===== config.mk =====
export PLATFORM = sky130hd
export DESIGN_NAME = coulomb_force_energy_accumulator_unit
export DESIGN_NICKNAME = d
export VERILOG_FILES = /design/src/sv/cfea_pkg.sv /design/src/sv/coulomb_force_energy_accumulator_unit.sv /design/src/sv/cfea_front.sv /design/src/sv/cfea_queue.sv /design/src/sv/cfea_back.sv
export SDC_FILE = /design/constraint.sdc
export NUM_CORES = 2
export LEC_CHECK = 0
export ABC_AREA = 0
export BUFFER_PORTS_ARGS = -buffer_cell sky130_fd_sc_hd__buf_2
export CORE_UTILIZATION = 60
export CTS_CLUSTER_DIAMETER = 60
export DETAILED_ROUTE_END_ITERATION = 10
export GPL_TIMING_DRIVEN = 1
export PLACE_DENSITY_LB_ADDON = 0.12
export SLEW_MARGIN = 0
export SYNTH_ARGS = -nofsm -noshare
export SYNTH_HDL_FRONTEND = slang
export SYNTH_SLANG_ARGS = --single-unit

===== constraint.sdc =====
create_clock -name clock -period 43.7 [get_ports clock]
set_input_delay 4.37 -clock clock [delete_from_list [all_inputs] [get_ports clock]]
set_output_delay 4.37 -clock clock [all_outputs]
set_load 0.05 [all_outputs]

===== src/sv/cfea_pkg.sv =====
package cfea_pkg;

   localparam int COORD_FRAC_BITS_DEF = 16;
   localparam int ACC_WIDTH_DEF = 64;
   localparam int D_W = 33;
   localparam int Q_W = 16;
   localparam int CHARGE_FRAC = 12;
   localparam int OUT_FRAC = 32;
   localparam int UNIT_FRAC = 16;
   localparam logic [31:0] UNIT_RESET = 32'd21762644;

   // one classified atom as it travels from front to back
   typedef struct packed {
      logic signed [D_W-1:0] dx;
      logic signed [D_W-1:0] dy;
      logic signed [D_W-1:0] dz;
      logic signed [Q_W-1:0] charge;
      logic                  last;
      logic                  zero;
   } atom_type;

   typedef enum logic [3:0] {
      B_IDLE, B_LSQ, B_SQ, B_SQRT, B_EDIV, B_LH, B_HMUL,
      B_HDIV, B_FDIV, B_FIN, B_LSC, B_SCALE, B_OUT
   } back_state_type;

   // clamp a magnitude with sign into the accumulator range
   function automatic logic signed [63:0] sat_signed(input logic [127:0] mag,
                                                     input logic neg,
                                                     input int unsigned acc_w);
      logic [63:0] lim;
      logic [63:0] m;
      lim = (64'd1 << (acc_w - 1)) - 64'd1 + {63'd0, neg};
      m = (mag > {64'd0, lim}) ? lim : mag[63:0];
      sat_signed = neg ? -$signed(m) : $signed(m);
   endfunction

   // saturating add in the accumulator range
   function automatic logic signed [63:0] sat_add(input logic signed [63:0] a,
                                                  input logic signed [63:0] b,
                                                  input int unsigned acc_w);
      logic signed [64:0] s;
      logic signed [64:0] hi;
      logic signed [64:0] lo;
      hi = $signed((65'd1 << (acc_w - 1)) - 65'd1);
      lo = -hi - 65'sd1;
      s = 65'(a) + 65'(b);
      if (s > hi) sat_add = hi[63:0];
      else if (s < lo) sat_add = lo[63:0];
      else sat_add = s[63:0];
   endfunction

   function automatic logic [D_W-1:0] abs_d(input logic signed [D_W-1:0] v);
      abs_d = v[D_W-1] ? D_W'(-v) : D_W'(v);
   endfunction

endpackage


===== src/sv/coulomb_force_energy_accumulator_unit.sv =====
// each atom runs through the back sequencer: three squares, a square root, an energy division
// and per axis a multiply and two divisions
// an atom at zero distance goes straight to the finish state; a last atom adds four scaling passes
// front stage plus a two-entry queue take up to three atoms while the back end works or stalls
// synchronous active-high reset clears sums, flag, queue and sets unit_factor to 332.0716
module coulomb_force_energy_accumulator_unit #(
   parameter int COORD_FRAC_BITS = cfea_pkg::COORD_FRAC_BITS_DEF,
   parameter int ACC_WIDTH = cfea_pkg::ACC_WIDTH_DEF
) (
   input  logic         clock,
   input  logic         reset,
   input  logic         csr_wr_en,
   input  logic [31:0]  csr_wr_data,
   input  logic         req_tvalid,
   output logic         req_tready,
   // probe_x, probe_y, probe_z, atom_x, atom_y, atom_z, atom_charge
   input  logic [207:0] req_tdata,
   input  logic         req_tlast,
   output logic         rsp_tvalid,
   input  logic         rsp_tready,
   // force_x, force_y, force_z, energy
   output logic [255:0] rsp_tdata,
   // zero_distance_seen
   output logic         rsp_tuser
);

   logic               f_valid, f_ready, q_valid, q_ready;
   cfea_pkg::atom_type f_data, q_data;

   cfea_front u_front (
      .clock(clock), .reset(reset),
      .in_valid(req_tvalid), .in_ready(req_tready),
      .in_data(req_tdata), .in_last(req_tlast),
      .push_valid(f_valid), .push_ready(f_ready), .push_data(f_data)
   );

   cfea_queue u_queue (
      .clock(clock), .reset(reset),
      .in_valid(f_valid), .in_ready(f_ready), .in_data(f_data),
      .out_valid(q_valid), .out_ready(q_ready), .out_data(q_data)
   );

   cfea_back #(
      .COORD_FRAC_BITS(COORD_FRAC_BITS), .ACC_WIDTH(ACC_WIDTH)
   ) u_back (
      .clock(clock), .reset(reset),
      .csr_wr_en(csr_wr_en), .csr_wr_data(csr_wr_data),
      .pop_valid(q_valid), .pop_ready(q_ready), .pop_data(q_data),
      .out_valid(rsp_tvalid), .out_ready(rsp_tready),
      .out_data(rsp_tdata), .out_zero(rsp_tuser)
   );

endmodule


===== src/sv/cfea_front.sv =====
module cfea_front (
   input  logic                clock,
   input  logic                reset,
   input  logic                in_valid,
   output logic                in_ready,
   input  logic [207:0]        in_data,
   input  logic                in_last,
   output logic                push_valid,
   input  logic                push_ready,
   output cfea_pkg::atom_type  push_data
);

   logic               vld_ff;
   cfea_pkg::atom_type item_ff;
   cfea_pkg::atom_type item_in;

   // connector from atom to probe and the zero-distance mark
   always_comb begin
      item_in.dx = 33'($signed(in_data[31:0])) - 33'($signed(in_data[127:96]));
      item_in.dy = 33'($signed(in_data[63:32])) - 33'($signed(in_data[159:128]));
      item_in.dz = 33'($signed(in_data[95:64])) - 33'($signed(in_data[191:160]));
      item_in.charge = $signed(in_data[207:192]);
      item_in.last = in_last;
      item_in.zero = (item_in.dx == '0) && (item_in.dy == '0) && (item_in.dz == '0);
   end

   assign in_ready = !vld_ff || push_ready;
   assign push_valid = vld_ff;
   assign push_data = item_ff;

   // one holding stage in front of the queue
   always_ff @(posedge clock) begin
      if (reset) begin
         vld_ff <= 1'b0;
      end else if (in_valid && in_ready) begin
         vld_ff <= 1'b1;
      end else if (push_ready) begin
         vld_ff <= 1'b0;
      end
      if (in_valid && in_ready) begin
         item_ff <= item_in;
      end
   end

endmodule


===== src/sv/cfea_queue.sv =====
module cfea_queue (
   input  logic                clock,
   input  logic                reset,
   input  logic                in_valid,
   output logic                in_ready,
   input  cfea_pkg::atom_type  in_data,
   output logic                out_valid,
   input  logic                out_ready,
   output cfea_pkg::atom_type  out_data
);

   cfea_pkg::atom_type ent_ff [2];
   logic       wptr_ff;
   logic       rptr_ff;
   logic [1:0] count_ff;
   logic       push;
   logic       pop;

   assign in_ready = (count_ff != 2'd2);
   assign out_valid = (count_ff != 2'd0);
   assign out_data = ent_ff[rptr_ff];
   assign push = in_valid && in_ready;
   assign pop = out_valid && out_ready;

   // two-entry ring of atoms
   always_ff @(posedge clock) begin
      if (reset) begin
         wptr_ff <= 1'b0;
         rptr_ff <= 1'b0;
         count_ff <= 2'd0;
      end else begin
         if (push) wptr_ff <= !wptr_ff;
         if (pop) rptr_ff <= !rptr_ff;
         count_ff <= count_ff + {1'b0, push} - {1'b0, pop};
      end
      if (push) begin
         ent_ff[wptr_ff] <= in_data;
      end
   end

endmodule


===== src/sv/cfea_back.sv =====
module cfea_back #(
   parameter int COORD_FRAC_BITS = cfea_pkg::COORD_FRAC_BITS_DEF,
   parameter int ACC_WIDTH = cfea_pkg::ACC_WIDTH_DEF
) (
   input  logic                clock,
   input  logic                reset,
   input  logic                csr_wr_en,
   input  logic [31:0]         csr_wr_data,
   input  logic                pop_valid,
   output logic                pop_ready,
   input  cfea_pkg::atom_type  pop_data,
   output logic                out_valid,
   input  logic                out_ready,
   output logic [255:0]        out_data,
   output logic                out_zero
);

   localparam int E_W = cfea_pkg::Q_W + cfea_pkg::OUT_FRAC - cfea_pkg::CHARGE_FRAC
                        + COORD_FRAC_BITS;
   localparam int MA_W = (E_W > ACC_WIDTH) ? E_W : ACC_WIDTH;
   localparam int MB_W = cfea_pkg::D_W;
   localparam int MP_W = MA_W + MB_W;
   localparam int S_W = E_W + cfea_pkg::D_W + COORD_FRAC_BITS;
   localparam int R2_W = 68;
   localparam int RT_W = R2_W / 2;
   localparam int SQ_REM_W = RT_W + 4;
   localparam int DR_W = RT_W + 2;
   localparam int CNT_W = $clog2(S_W);
   localparam int E_SHIFT = cfea_pkg::OUT_FRAC - cfea_pkg::CHARGE_FRAC + COORD_FRAC_BITS;

   cfea_pkg::back_state_type state_ff, state_in;

   logic [31:0]                 uf_ff;
   logic signed [cfea_pkg::D_W-1:0] d_ff [3];
   logic [cfea_pkg::Q_W-1:0]    qmag_ff;
   logic                        qneg_ff;
   logic                        last_ff;
   logic [1:0]                  axis_ff;
   logic [CNT_W-1:0]            cnt_ff;
   logic [R2_W-1:0]             r2_ff;
   logic [RT_W-1:0]             r_ff;
   logic [E_W-1:0]              e_ff;
   logic signed [ACC_WIDTH-1:0] sum_ff [4];
   logic signed [63:0]          res_ff [4];
   logic                        zflag_ff;
   logic                        ovld_ff;
   logic [255:0]                odata_ff;
   logic                        ozero_ff;

   // shared shift-add multiplier
   logic [MP_W-1:0] ma_ff, mp_ff, mp_in;
   logic [MB_W-1:0] mb_ff;
   // shared restoring divider
   logic [S_W-1:0]  dn_ff, dq_ff, dq_in;
   logic [DR_W-1:0] dr_ff, dr_in;
   logic [DR_W-1:0] dt;
   logic            dge;
   // digit-by-digit square root
   logic [R2_W-1:0]     rad_ff;
   logic [SQ_REM_W-1:0] srem_ff, st, strial;
   logic [RT_W-1:0]     root_ff, root_in;
   logic                sge;

   logic mul_done, sqrt_done, div_done;
   logic signed [63:0] cur_sum;
   logic [ACC_WIDTH-1:0] cur_mag;
   logic [127:0] scaled_mag;
   logic load_out;

   // datapath step values
   always_comb begin
      mp_in = mp_ff + (mb_ff[0] ? ma_ff : '0);
      dt = {dr_ff[DR_W-2:0], dn_ff[S_W-1]};
      dge = (dt >= DR_W'(r_ff));
      dr_in = dge ? dt - DR_W'(r_ff) : dt;
      dq_in = {dq_ff[S_W-2:0], dge};
      st = {srem_ff[SQ_REM_W-3:0], rad_ff[R2_W-1 -: 2]};
      strial = SQ_REM_W'({root_ff, 2'b01});
      sge = (st >= strial);
      root_in = {root_ff[RT_W-2:0], sge};
      cur_sum = 64'(sum_ff[axis_ff]);
      cur_mag = cur_sum[63] ? ACC_WIDTH'(-cur_sum) : ACC_WIDTH'(cur_sum);
      scaled_mag = 128'(mp_in) >> cfea_pkg::UNIT_FRAC;
      mul_done = (cnt_ff == CNT_W'(MB_W - 1));
      sqrt_done = (cnt_ff == CNT_W'(RT_W - 1));
      div_done = (cnt_ff == CNT_W'(S_W - 1));
   end

   // next state
   always_comb begin
      state_in = state_ff;
      unique case (state_ff)
         cfea_pkg::B_IDLE:
            if (pop_valid) state_in = pop_data.zero ? cfea_pkg::B_FIN : cfea_pkg::B_LSQ;
         cfea_pkg::B_LSQ: state_in = cfea_pkg::B_SQ;
         cfea_pkg::B_SQ:
            if (mul_done) state_in = (axis_ff == 2'd2) ? cfea_pkg::B_SQRT : cfea_pkg::B_LSQ;
         cfea_pkg::B_SQRT: if (sqrt_done) state_in = cfea_pkg::B_EDIV;
         cfea_pkg::B_EDIV: if (div_done) state_in = cfea_pkg::B_LH;
         cfea_pkg::B_LH: state_in = cfea_pkg::B_HMUL;
         cfea_pkg::B_HMUL: if (mul_done) state_in = cfea_pkg::B_HDIV;
         cfea_pkg::B_HDIV: if (div_done) state_in = cfea_pkg::B_FDIV;
         cfea_pkg::B_FDIV:
            if (div_done) state_in = (axis_ff == 2'd2) ? cfea_pkg::B_FIN : cfea_pkg::B_LH;
         cfea_pkg::B_FIN: state_in = last_ff ? cfea_pkg::B_LSC : cfea_pkg::B_IDLE;
         cfea_pkg::B_LSC: state_in = cfea_pkg::B_SCALE;
         cfea_pkg::B_SCALE:
            if (mul_done) state_in = (axis_ff == 2'd3) ? cfea_pkg::B_OUT : cfea_pkg::B_LSC;
         cfea_pkg::B_OUT: if (!ovld_ff) state_in = cfea_pkg::B_IDLE;
         default: state_in = cfea_pkg::B_IDLE;
      endcase
   end

   // control outputs
   always_comb begin
      pop_ready = (state_ff == cfea_pkg::B_IDLE);
      load_out = (state_ff == cfea_pkg::B_OUT) && !ovld_ff;
   end

   assign out_valid = ovld_ff;
   assign out_data = odata_ff;
   assign out_zero = ozero_ff;

   // control registers
   always_ff @(posedge clock) begin
      if (reset) begin
         state_ff <= cfea_pkg::B_IDLE;
         uf_ff <= cfea_pkg::UNIT_RESET;
         ovld_ff <= 1'b0;
         zflag_ff <= 1'b0;
         for (int i = 0; i < 4; i++) sum_ff[i] <= '0;
      end else begin
         state_ff <= state_in;
         if (csr_wr_en) uf_ff <= csr_wr_data;
         if (load_out) ovld_ff <= 1'b1;
         else if (out_ready) ovld_ff <= 1'b0;
         // accumulate terms
         if (state_ff == cfea_pkg::B_IDLE && pop_valid && pop_data.zero) zflag_ff <= 1'b1;
         if (state_ff == cfea_pkg::B_EDIV && div_done) begin
            sum_ff[3] <= ACC_WIDTH'(cfea_pkg::sat_add(64'(sum_ff[3]),
               cfea_pkg::sat_signed(128'(dq_in), qneg_ff, ACC_WIDTH), ACC_WIDTH));
         end
         if (state_ff == cfea_pkg::B_FDIV && div_done) begin
            sum_ff[axis_ff] <= ACC_WIDTH'(cfea_pkg::sat_add(cur_sum,
               cfea_pkg::sat_signed(128'(dq_in), qneg_ff ^ d_ff[axis_ff][cfea_pkg::D_W-1],
                                    ACC_WIDTH), ACC_WIDTH));
         end
         if (load_out) begin
            zflag_ff <= 1'b0;
            for (int i = 0; i < 4; i++) sum_ff[i] <= '0;
         end
      end
   end

   // sequencer datapath
   always_ff @(posedge clock) begin
      cnt_ff <= cnt_ff + CNT_W'(1);
      ma_ff <= ma_ff << 1;
      mb_ff <= mb_ff >> 1;
      mp_ff <= mp_in;
      dn_ff <= dn_ff << 1;
      dr_ff <= dr_in;
      dq_ff <= dq_in;
      rad_ff <= rad_ff << 2;
      srem_ff <= sge ? st - strial : st;
      root_ff <= root_in;
      case (state_ff)
         cfea_pkg::B_IDLE: begin
            d_ff[0] <= pop_data.dx;
            d_ff[1] <= pop_data.dy;
            d_ff[2] <= pop_data.dz;
            qmag_ff <= pop_data.charge[cfea_pkg::Q_W-1] ? cfea_pkg::Q_W'(-pop_data.charge)
                                                         : cfea_pkg::Q_W'(pop_data.charge);
            qneg_ff <= pop_data.charge[cfea_pkg::Q_W-1];
            last_ff <= pop_data.last;
            axis_ff <= 2'd0;
            r2_ff <= '0;
         end
         cfea_pkg::B_LSQ, cfea_pkg::B_LH: begin
            ma_ff <= (state_ff == cfea_pkg::B_LSQ) ? MP_W'(cfea_pkg::abs_d(d_ff[axis_ff]))
                                                   : MP_W'(e_ff);
            mb_ff <= cfea_pkg::abs_d(d_ff[axis_ff]);
            mp_ff <= '0;
            cnt_ff <= '0;
         end
         cfea_pkg::B_SQ: begin
            if (mul_done) begin
               r2_ff <= r2_ff + mp_in[R2_W-1:0];
               rad_ff <= r2_ff + mp_in[R2_W-1:0];
               srem_ff <= '0;
               root_ff <= '0;
               cnt_ff <= '0;
               if (axis_ff != 2'd2) axis_ff <= axis_ff + 2'd1;
            end
         end
         cfea_pkg::B_SQRT: begin
            if (sqrt_done) begin
               r_ff <= root_in;
               dn_ff <= S_W'(qmag_ff) << E_SHIFT;
               dr_ff <= '0;
               cnt_ff <= '0;
            end
         end
         cfea_pkg::B_EDIV: begin
            if (div_done) begin
               e_ff <= dq_in[E_W-1:0];
               axis_ff <= 2'd0;
            end
         end
         cfea_pkg::B_HMUL: begin
            if (mul_done) begin
               dn_ff <= S_W'(mp_in);
               dr_ff <= '0;
               cnt_ff <= '0;
            end
         end
         cfea_pkg::B_HDIV: begin
            if (div_done) begin
               dn_ff <= dq_in << COORD_FRAC_BITS;
               dr_ff <= '0;
               cnt_ff <= '0;
            end
         end
         cfea_pkg::B_FDIV: begin
            if (div_done && axis_ff != 2'd2) axis_ff <= axis_ff + 2'd1;
         end
         cfea_pkg::B_FIN: axis_ff <= 2'd0;
         cfea_pkg::B_LSC: begin
            ma_ff <= MP_W'(cur_mag);
            mb_ff <= MB_W'(uf_ff);
            mp_ff <= '0;
            cnt_ff <= '0;
         end
         cfea_pkg::B_SCALE: begin
            if (mul_done) begin
               res_ff[axis_ff] <= cfea_pkg::sat_signed(scaled_mag, cur_sum[63], ACC_WIDTH);
               if (axis_ff != 2'd3) axis_ff <= axis_ff + 2'd1;
            end
         end
         default: ;
      endcase
      // result register
      if (load_out) begin
         odata_ff <= {res_ff[3], res_ff[2], res_ff[1], res_ff[0]};
         ozero_ff <= zflag_ff;
      end
   end

endmodule


==> run summary <==
CP arrival: 14.58 ns
Fillers: 13310
Antenna viol nets, final: 0
Setup Buffers After CTS: 0
Worst-path clk slew: 0.06 ns
Ratio of cells with drive above 1 in the final layout: 0.1213
Clock H-tree levels: 4
Clk_skew: 0.04189 ns
DRC errors left: 264
Fmax: 71.56 MHz
Final TNS setup: 0 ns
CTS tree: yes
Slowest CP cell: a2111oi_0
Gates resized, CTS repair: 0
Minimum clock period: 13.97 ns
Top FF cell, synth: edfxtp_1
Clock Latency Late Sink: 0.88 ns
Slew @ Worst Pin: 1.405 ns
Synth-to-Final Area Change: 11.31%
CTS root buf: clkbuf_16
Input/output buffers: 504
Slew headroom: 0.05118
CP Capture Type: flop
Final Hold Viols: 0
Vias in the first global route: 78560
Worst path top cell family by delay: compound AO/OA/AOI/OAI gates
Top cells by area, synth: edfxtp_1, dfxtp_1, ha_1, a21oi_1, nor2_1
Yosys warnings: 0
CP Buf/Inv Count: 7
Initial DRC count: 9016
Worst Hold Class: flop to flop
Synth Area in Simple Gates: 0.1281
Synth Instances: 10030
Violated checks: DRC
Synth Cell Area: 106600 µm²
Final nets: 11350
# rows: 154
Worst stage delay on the critical path: 0.91 ns
Number of clock sinks: 2047
Final setup fails: 0
Kind of critical path: flop to flop
Largest family of logic cells by synthesized area: compound AO/OA/AOI/OAI gates
Initial antenna violation count: 11
Mapped Nets: 10950
Via count: 82180
Detailed Place HPWL: 229000 µm
Total routed wirelength: 312200 µm
Cts-stage hold buffer count: 0
Vias per Instance: 6.341
Post-Synth Adder-Cell Area: 0.08309
Compound-cell area share of the yosys netlist: 0.1621
DIE AREA: 179400 µm²
Max FO, Critical Path: 53
EDFF count, synth: 1393
Cell taking the most area after synthesis: edfxtp_1
Core area: 176300 µm²
RSZ-0062 raised after global routing: false
Largest net degree at the start of global routing: 157
Die Ht: 423.5 µm
CP required: 44.31 ns
Post-synthesis register bit count: 2047
Max_cap viols: 0
First-pass GRT wire length: 469400 µm
Crit path launch type: flop
Top Ports: 505
Slew Viols, Final: 0
Fin crit share: 0.3198
Mux contribution to synthesized area: 0.03577
Clock buffer depth: 3
Grt total ovfl: 0
Initial DRT Pass Iterations: 11
GP Congestion: 1.030
Asr flop ratio synth: 0
Register area share after synthesis: 0.5152
Mean routed wirelength per cell: 24.09 µm
Most used cell, CP: a21oi_1
Initial Util: 0.6047
Status: finished, violations left
Syn Area/Cell: 10.63 µm²
Post-synth top area share: 0.3924
Synth unique cells: 103
CTS Buf Count: 203
Total track usage: 0.3406
Synth Area in XOR/XNOR: 0.04502
Die Wd: 423.5 µm
## placed cells by master (no fill, tap or decap), types with 32 or more instances in the layout
| cell | n |
|---|---|
| and3_1 | 93 |
| clkbuf_1 | 36 |
| clkbuf_16 | 207 |
| mux2_2 | 106 |
| o31ai_1 | 39 |
| and2_1 | 164 |
| o21a_1 | 90 |
| edfxtp_1 | 1393 |
| or3_1 | 56 |
| clkinv_1 | 34 |
| mux2i_1 | 120 |
| nand2b_1 | 92 |
| o21bai_1 | 54 |
| nand2_1 | 630 |
| maj3_1 | 39 |
| o21ai_0 | 652 |
| nor2b_1 | 112 |
| dfxtp_1 | 650 |
| nor3_1 | 185 |
| a21o_1 | 336 |
| xnor2_1 | 316 |
| nor2_1 | 976 |
| o311ai_0 | 32 |
| ha_1 | 664 |
| o211ai_1 | 33 |
| nand4_1 | 125 |
| a21oi_1 | 793 |
| a211oi_1 | 53 |
| xor2_1 | 231 |
| nor4_1 | 76 |
| mux4_2 | 63 |
| o22ai_1 | 33 |
| nand3_1 | 144 |
| buf_4 | 146 |
| inv_1 | 400 |
| or2_2 | 52 |
| a22oi_1 | 129 |
| buf_2 | 506 |
| a31oi_1 | 83 |
## cells in the mapped netlist, types with 129 or more instances
cell         n
inv_1      402
nor3_1     189
nand3_1    146
xor2_1     231
edfxtp_1  1393
and2_1     167
dfxtp_1    654
nor2_1     980
clkbuf_1   384
ha_1       664
a22oi_1    129
nand2_1    637
a21o_1     336
xnor2_1    317
a21oi_1    794
o21ai_0    656
## state kept, by name, summed over array words and instances (netlist names), 52 cells and up, named ones only
name / flops
u_front.push_data: 117
u_back.ma_ff: 97
u_back.dq_ff: 100
u_back.mp_ff: 97
u_back.e_ff: 52
u_back.dn_ff: 101
u_queue.ent_ff: 234
rsp_tdata: 255
u_back.r2_ff: 68
u_back.res_ff: 256
u_back.sum_ff: 256
u_back.rad_ff: 68
u_back.d_ff: 99
## logic make-up after synthesis
family / count (synthesis)
and+or+nand+nor: 2855
AOI/OAI and AO/OA: 2719
DFF: 2047
buffers and inverters: 861
adders and majority gates: 711
xor gates and xnor gates: 548
muxes: 289
## cell type report
type | instances | area [µm²] | area share
inverters | 405 | 1525 | 0.01285
clock inverters | 133 | 1519 | 0.01280
repair buffers | 654 | 3669 | 0.03091
multi-input cells | 7122 | 48650 | 0.4099
diodes | 9 | 22.52 | 0.0001898
clock buffers | 251 | 5425 | 0.04572
well taps | 2340 | 2928 | 0.02467
flip-flops and latches | 2047 | 54940 | 0.4629
## final timing paths
check / from / end / slack (ns) / cells past startpoint
hold / removal: u_back.dq_ff[92] / u_back.dq_ff[93] / 0.35 / 0
setup / recovery: u_back.dn_ff[100] / u_back.sum_ff[3][34] / 29.73 / 55
setup reg to reg: u_back.dn_ff[100] / u_back.sum_ff[3][34] / 29.73 / 55
hold reg to reg: u_back.dq_ff[92] / u_back.dq_ff[93] / 0.35 / 0
## layer usage
metal | part of all wire | wire, µm | vias up | track usage
li1 | - | - | 38000 | -
met1 | 0.42 | 130100 | 39840 | 0.4599
met2 | 0.46 | 142300 | 3687 | 0.5415
met3 | 0.087 | 27070 | 658 | 0.06616
met4 | 0.041 | 12690 | 6 | 0.1351
met5 | 0.00013 | 41 | - | 0
## through the flow
step / worst slack [ns] / hold WS (ns) / utilization / instances / instance area [µm²]
after floorplan: 13.15 / 0.3311 / - / 10030 / 106600
after global placement: 30.11 / 0.3371 / 0.6335 / 12570 / 111700
after detailed placement: 29.95 / 0.3376 / 0.6335 / 12570 / 111700
after CTS: 29.85 / 0.3502 / 0.6729 / 12950 / 118600
after global routing: 28.92 / 0.3574 / 0.6730 / 12950 / 118700
final: 29.73 / 0.3458 / 0.6731 / 12960 / 118700
Power is not shown: default switching activity piles up to over one toggle a cycle in this logic, so the estimate is an artifact.
